===== src/design/leb_pkg.sv =====
// Shared types and constants for the LEB128 stream decoder.
// No dependencies; used by leb_step and leb128_stream_decoder.
package leb_pkg;

  localparam int unsigned ValueW = 64;
  localparam int unsigned CountW = 4;

  // Length limits in bytes
  localparam logic [CountW-1:0] MaxBytes     = 4'd10;
  localparam logic [CountW-1:0] Word32SLimit = 4'd4;
  localparam logic [CountW-1:0] Word32ULimit = 4'd5;
  // Unsigned 32-bit form keeps only the low nibble of this byte
  localparam logic [CountW-1:0] Word32UTail  = 4'd5;

  // Configuration register indexes
  localparam logic CfgSignedIdx = 1'b0;
  localparam logic CfgWord32Idx = 1'b1;

  typedef struct packed {
    logic signed_mode;
    logic word32_mode;
  } cfg_t;

  typedef struct packed {
    logic              emit;
    logic              too_long;
    logic [ValueW-1:0] value;
    logic [CountW-1:0] count;
    logic [ValueW-1:0] acc_next;
    logic [CountW-1:0] seen_next;
  } step_t;

endpackage


===== src/design/leb_step.sv =====
// Combinational step of the LEB128 decoder: folds one byte into the accumulator.
// Depends on leb_pkg (cfg_t, step_t, length limits).
module leb_step (
  input  leb_pkg::cfg_t                    cfg_i,
  input  logic [7:0]                       byte_i,
  input  logic [leb_pkg::ValueW-1:0]       acc_i,
  input  logic [leb_pkg::CountW-1:0]       seen_i,
  output leb_pkg::step_t                   step_o
);

  logic [leb_pkg::CountW-1:0] n;
  logic [leb_pkg::CountW-1:0] limit;
  logic                       more;
  logic [6:0]                 shift;
  logic [6:0]                 top;
  logic [6:0]                 group;
  logic [leb_pkg::ValueW-1:0] shifted;
  logic [leb_pkg::ValueW-1:0] acc_new;
  logic [leb_pkg::ValueW-1:0] ext_mask;

  always_comb begin
    n     = seen_i + leb_pkg::CountW'(1);
    more  = byte_i[7];
    if (cfg_i.word32_mode) begin
      limit = cfg_i.signed_mode ? leb_pkg::Word32SLimit : leb_pkg::Word32ULimit;
    end else begin
      limit = leb_pkg::MaxBytes;
    end

    // 7 bits per group, least significant group first
    shift = 7'({3'b000, n - leb_pkg::CountW'(1)} * 7'd7);
    top   = shift + 7'd7;

    if (cfg_i.word32_mode && !cfg_i.signed_mode && n == leb_pkg::Word32UTail) begin
      group = {3'b000, byte_i[3:0]};
    end else begin
      group = byte_i[6:0];
    end

    shifted  = (shift < 7'd64) ? ({57'b0, group} << shift[5:0]) : '0;
    acc_new  = acc_i | shifted;
    // no extension once the groups already fill the word
    ext_mask = (cfg_i.signed_mode && byte_i[6] && top < 7'd64) ?
               ({leb_pkg::ValueW{1'b1}} << top[5:0]) : '0;

    step_o.emit      = 1'b0;
    step_o.too_long  = 1'b0;
    step_o.value     = acc_new | ext_mask;
    step_o.count     = n;
    step_o.acc_next  = '0;
    step_o.seen_next = '0;

    priority if (n > limit || (n == limit && more)) begin
      step_o.emit     = 1'b1;
      step_o.too_long = 1'b1;
      step_o.value    = '0;
      step_o.count    = (n > limit) ? n : limit;
    end else if (more) begin
      step_o.acc_next  = acc_new;
      step_o.seen_next = n;
    end else begin
      step_o.emit = 1'b1;
    end
  end

endmodule


===== src/design/leb128_stream_decoder.sv =====
// Top level of the LEB128 stream decoder: input register, state, result register.
// Depends on leb_pkg and leb_step.
//
// Decodes a stream of LEB128 bytes, one byte per clock cycle unless stalled. An
// accepted byte sits in an input register while leb_step folds it into the
// accumulator; a byte that ends a number (or breaks the length limit) loads
// the result register. The input stalls only when a staged byte ends a number
// and the previous result has not been taken yet. Results carry the 64-bit
// value, the byte count and a too-long flag (value then zero). Configuration
// (index 0: signed mode, index 1: 32-bit word mode) must be written only while
// idle, by the user; the block itself does not enforce this.
module leb128_stream_decoder (
  input  logic                        clk_i,
  input  logic                        rst_ni,
  input  logic                        cfg_we_i,
  input  logic                        cfg_index_i,
  input  logic                        cfg_data_i,
  input  logic                        in_valid_i,
  output logic                        in_ready_o,
  input  logic [7:0]                  in_byte_i,
  output logic                        out_valid_o,
  input  logic                        out_ready_i,
  output logic [leb_pkg::ValueW-1:0]  decoded_value_o,
  output logic [leb_pkg::CountW-1:0]  byte_count_o,
  output logic                        too_long_o
);

  leb_pkg::cfg_t              cfg_q;
  logic                       in_valid_q;
  logic [7:0]                 in_byte_q;
  logic [leb_pkg::ValueW-1:0] acc_q;
  logic [leb_pkg::CountW-1:0] seen_q;
  logic                       out_valid_q;
  logic [leb_pkg::ValueW-1:0] value_q;
  logic [leb_pkg::CountW-1:0] count_q;
  logic                       too_long_q;

  leb_pkg::step_t step;
  logic           out_free;
  logic           advance;

  leb_step u_step (
    .cfg_i  (cfg_q),
    .byte_i (in_byte_q),
    .acc_i  (acc_q),
    .seen_i (seen_q),
    .step_o (step)
  );

  assign out_free   = !out_valid_q || out_ready_i;
  assign advance    = in_valid_q && (!step.emit || out_free);
  assign in_ready_o = !in_valid_q || advance;

  always_ff @(posedge clk_i or negedge rst_ni) begin
    if (!rst_ni) begin
      cfg_q <= '0;
    end else if (cfg_we_i) begin
      unique case (cfg_index_i)
        leb_pkg::CfgSignedIdx: cfg_q.signed_mode <= cfg_data_i;
        leb_pkg::CfgWord32Idx: cfg_q.word32_mode <= cfg_data_i;
        default: ;
      endcase
    end
  end

  always_ff @(posedge clk_i or negedge rst_ni) begin
    if (!rst_ni) begin
      in_valid_q <= 1'b0;
    end else if (in_ready_o) begin
      in_valid_q <= in_valid_i;
    end
  end

  always_ff @(posedge clk_i) begin
    if (in_valid_i && in_ready_o) begin
      in_byte_q <= in_byte_i;
    end
  end

  always_ff @(posedge clk_i or negedge rst_ni) begin
    if (!rst_ni) begin
      acc_q  <= '0;
      seen_q <= '0;
    end else if (advance) begin
      acc_q  <= step.acc_next;
      seen_q <= step.seen_next;
    end
  end

  always_ff @(posedge clk_i or negedge rst_ni) begin
    if (!rst_ni) begin
      out_valid_q <= 1'b0;
    end else if (advance && step.emit) begin
      out_valid_q <= 1'b1;
    end else if (out_ready_i) begin
      out_valid_q <= 1'b0;
    end
  end

  always_ff @(posedge clk_i) begin
    if (advance && step.emit) begin
      value_q    <= step.value;
      count_q    <= step.count;
      too_long_q <= step.too_long;
    end
  end

  assign out_valid_o     = out_valid_q;
  assign decoded_value_o = value_q;
  assign byte_count_o    = count_q;
  assign too_long_o      = too_long_q;

`ifndef ASSERT_OFF
  a_too_long_zero: assert property (@(posedge clk_i) disable iff (!rst_ni)
    out_valid_o && too_long_o |-> decoded_value_o == '0)
    else $error("too-long result with nonzero value");

  a_count_range: assert property (@(posedge clk_i) disable iff (!rst_ni)
    out_valid_o |-> byte_count_o != '0 && byte_count_o <= leb_pkg::MaxBytes)
    else $error("byte count out of range");

  a_seen_bound: assert property (@(posedge clk_i) disable iff (!rst_ni)
    seen_q < leb_pkg::MaxBytes)
    else $error("bytes seen reached the limit");

  a_clear_after_emit: assert property (@(posedge clk_i) disable iff (!rst_ni)
    advance && step.emit |=> seen_q == '0 && acc_q == '0)
    else $error("state not cleared after a result");

  a_no_overwrite: assert property (@(posedge clk_i) disable iff (!rst_ni)
    out_valid_q && !out_ready_i |-> !(advance && step.emit))
    else $error("pending result overwritten");
`endif

endmodule

===== config.mk =====
export PLATFORM = sky130hd
export DESIGN_NAME = leb128_stream_decoder
export DESIGN_NICKNAME = d
export VERILOG_FILES = /design/src/design/leb_pkg.sv /design/src/design/leb_step.sv /design/src/design/leb128_stream_decoder.sv
export SDC_FILE = /design/constraint.sdc
export NUM_CORES = 1
export LEC_CHECK = 0
export BUFFER_PORTS_ARGS = -buffer_cell sky130_fd_sc_hd__clkbuf_2
export CORE_ASPECT_RATIO = 1.2
export CORE_MARGIN = 5
export CORE_UTILIZATION = 55
export DETAILED_ROUTE_END_ITERATION = 10
export PLACE_DENSITY = 0.79
export SETUP_SLACK_MARGIN = 0.15
export SYNTH_ARGS = -nofsm -noshare
export SYNTH_HDL_FRONTEND = slang
export SYNTH_SLANG_ARGS = --single-unit

===== constraint.sdc =====
create_clock -name clk_i -period 10.6 [get_ports clk_i]
set_input_delay 1.06 -clock clk_i [delete_from_list [all_inputs] [get_ports clk_i]]
set_output_delay 1.06 -clock clk_i [all_outputs]
set_load 0.1 [all_outputs]

==> metrics.yaml <==
placement:
  portBuffers: 85
  hpwl_um: 16600
  dp_cells: 1035
  place.gp.congestion: 0.997
hold_path:
  min_path_cells: 1
  hold_class: "reg2reg"
  hp-start: "acc_q[44]"
  hold_end: "acc_q[44]"
job:
  max_cap_violations: 0
synthesis:
  synth_flop_cell: "edfxtp_1"
  yosysUniqueCellTypes: 69
  syn-num-nets: 842
  ys_seq_area_share_pct: 52.0
  synthTopCellsByArea: "edfxtp_1, dfrtp_1, a21oi_1"
  yosysTopAreaCell: "edfxtp_1"
  synth_top_area_share_pct: 29.2
  ys_warn_count: 0
  synthCells: 809
  synth.most_common_cell: "nor2_1"
  synth.ff_latch_count: 149
  synth_async_sr_flop_share_pct: 48.3
  syn-cell-area_um2: 7910
  synth_edf_count: 77
  syn_avg_cell_area_um2: 9.78
  synthTopCellsByCount: "nor2_1, a21oi_1, edfxtp_1"
timing:
  maxSlewHeadroom_pct: 22.2
  rsz0062_at_grt: "no"
  skew_ns: 0.00649
  fin_crit_sh_pct: 59.0
  max_freq_mhz: 160
  setup_viol_count_final: 0
  period_minus_slack_ns: 6.25
  fin_setup_tns_ns: 0
  slew_viol_final: 0
  tightestPinTransition_ns: 1.16
  hold_viol_final: 0
critical_path:
  worst-setup-path-type: "reg2reg"
  crit_chain: "inv_1 > ha_1 > xnor2_1 > fa_1 > inv_1 > fa_1 > xor2_2 > and3_1 > xnor2_1 > o41ai_4 > buf_4 > a221oi_1 > a21oi_1"
  worstPathMaxFanout: 28
  path_buf_inv: 3
  setup.worst_path.end_class: "flip-flop"
  rr_endpoint: "decoded_value_o[19]"
  crit_path_max_incr_delay_ns: 0.93
  ff2ff_path_depth: 13
  critPathSlowestCell: "dfrtp_1"
  r2r-start: "seen_q[0]"
  cp_top_family: "XOR/XNOR gates"
  required_ns: 10.73
  worstPathArrival_ns: 6.38
  cp-start-kind: "flip-flop"
  r2r_slack_ns: 4.35
drt:
  drt_iter0_markers: 913
  wirelength_um: 24000
  ant_nets: 0
  viasPerCell: 6.62
  vias: 7060
  dr.pass1.iters: 6
  drc_errors: 0
  wl_per_cell_um: 22.5
layout:
  drive_above_1_share_pct: 17.8
  antenna_cells: 0
  nets: 912
  final_cells: 1067
  area_delta_synth_final_pct: 14.3
clock_network:
  tritoncts: "yes"
  cts_setup_buffers: 0
  hold_buffers: 0
  cts_num_sinks: 149
  clock_latency_ns: 0.44
  path_clk_slew_ns: 0.06
  numCtsBuffers: 17
  cts_buffer_depth: 2
  cts_htree_levels: 4
  root_buffer: "clkbuf_16"
  cts_resized: 0
global_routing:
  grt_pass1_wl_um: 38000
  track_usage_pct: 29.3
  antenna_found_initial: 0
  overflow: 0
  grt_max_degree: 93
  grt_pass1_vias: 6738
floorplan:
  initial_core_util_pct: 55.6
  rows: 48
  io_pins: 86
  dieArea_um2: 16900
  die_height_um: 141
  die_w_um: 119
  core_um2: 14200
outcome:
  status: "finished clean"
==> per-layer routing <==
layer	vias to the layer above	wire length, um	GRT usage (%)
met4	0	1680	18.8
met2	492	11000	45.5
met5	-	0	0
li1	3146	-	-
met3	119	2130	6.06
met1	3303	9210	37.6
==> registers in the layout (all words and copies together) (netlist names) <==
name and flops:
in_byte_q 8, seen_q 4, out_valid_o 1, acc_q 64
too_long_o 1, decoded_value_o 64, in_valid_q 1, byte_count_o 4
cfg_q 2
==> final cells by class <==
| cell class | count | area, um^2 |
|---|---|---|
| Timing Repair Buffer | 98 | 523 |
| Sequential cell | 149 | 4110 |
| Tap cell | 175 | 219 |
| Multi-Input combinational cell | 582 | 3470 |
| Clock buffer | 17 | 425 |
| Inverter | 31 | 119 |
| Fill cell | 1179 | 5190 |
| Clock inverter | 15 | 171 |
==> how the worst max path moves through the flow <==
stage / start / depth (start not counted) / slack (ns) / to
after floorplan: seen_q[0] / 19 / 5.67 / decoded_value_o[41]
after global placement: seen_q[0] / 12 / 4.70 / decoded_value_o[19]
after detailed placement: seen_q[0] / 13 / 4.52 / decoded_value_o[19]
after CTS: seen_q[0] / 12 / 4.50 / decoded_value_o[19]
after global routing: seen_q[0] / 12 / 3.95 / decoded_value_o[19]
final: seen_q[0] / 13 / 4.35 / decoded_value_o[19]
==> metrics by stage <==
stage               worst slack, ns  hold slack (ns)  utilization, %  instance area (um^2)
floorplan                      5.67            0.451               -                  7910
global placement               4.70            0.464            59.3                  8440
detailed placement             4.52            0.474            59.3                  8440
CTS                            4.50            0.488            63.5                  9040
global route                   3.95            0.503            63.5                  9040
finish                         4.35            0.492            63.5                  9040
==> cells in the final DEF (no fill, tap or decap), types with 4 or more instances in the layout <==
cell	netlist	routed
a32o_1	4	4
fa_1	4	4
o31ai_1	7	7
mux2i_1	4	4
o211ai_1	7	7
nand2b_1	11	11
and3_1	7	7
ha_1	14	14
a221oi_1	26	26
clkbuf_2	4	84
a21oi_1	103	102
nor4_1	5	5
xnor2_1	6	6
a211oi_1	8	8
a21o_1	5	5
a22o_1	5	5
nand2_1	60	60
clkbuf_16	0	17
a31oi_1	28	28
o21ai_0	47	47
and2_1	5	5
dfrtp_1	72	72
nand3_1	27	27
inv_1	27	27
nand4_1	5	5
o22ai_1	9	9
mux2_2	5	5
or2_2	7	7
nor2_1	115	114
buf_4	4	13
edfxtp_1	77	77
nor3_1	9	9
==> cells by family (layout without fill, tap and decap cells) <==
group	count (synthesis)	after routing	share of synthesized area (%)
AND/OR/NAND/NOR	266	266	15.3
buffers and inverters	78	161	4.19
adder cells (fa/ha/maj)	18	18	3.23
multiplexers	10	10	1.50
AO/OA/AOI/OAI	280	280	22.7
XOR/XNOR	8	8	1.08
flip-flops	149	149	52.0
==> worst register-to-register path: stages (launching register included) <==
cell      delay, ns
dfrtp_1        0.93
inv_1          0.35
ha_1           0.51
xnor2_1        0.71
fa_1           0.54
inv_1          0.09
fa_1           0.34
xor2_2         0.58
and3_1         0.38
xnor2_1        0.23
o41ai_4        0.09
buf_4          0.25
a221oi_1       0.70
a21oi_1        0.21
Power is left out: the tool's default activity adds up to more than one toggle a clock period on the data nets, which glitch-free logic cannot reach.
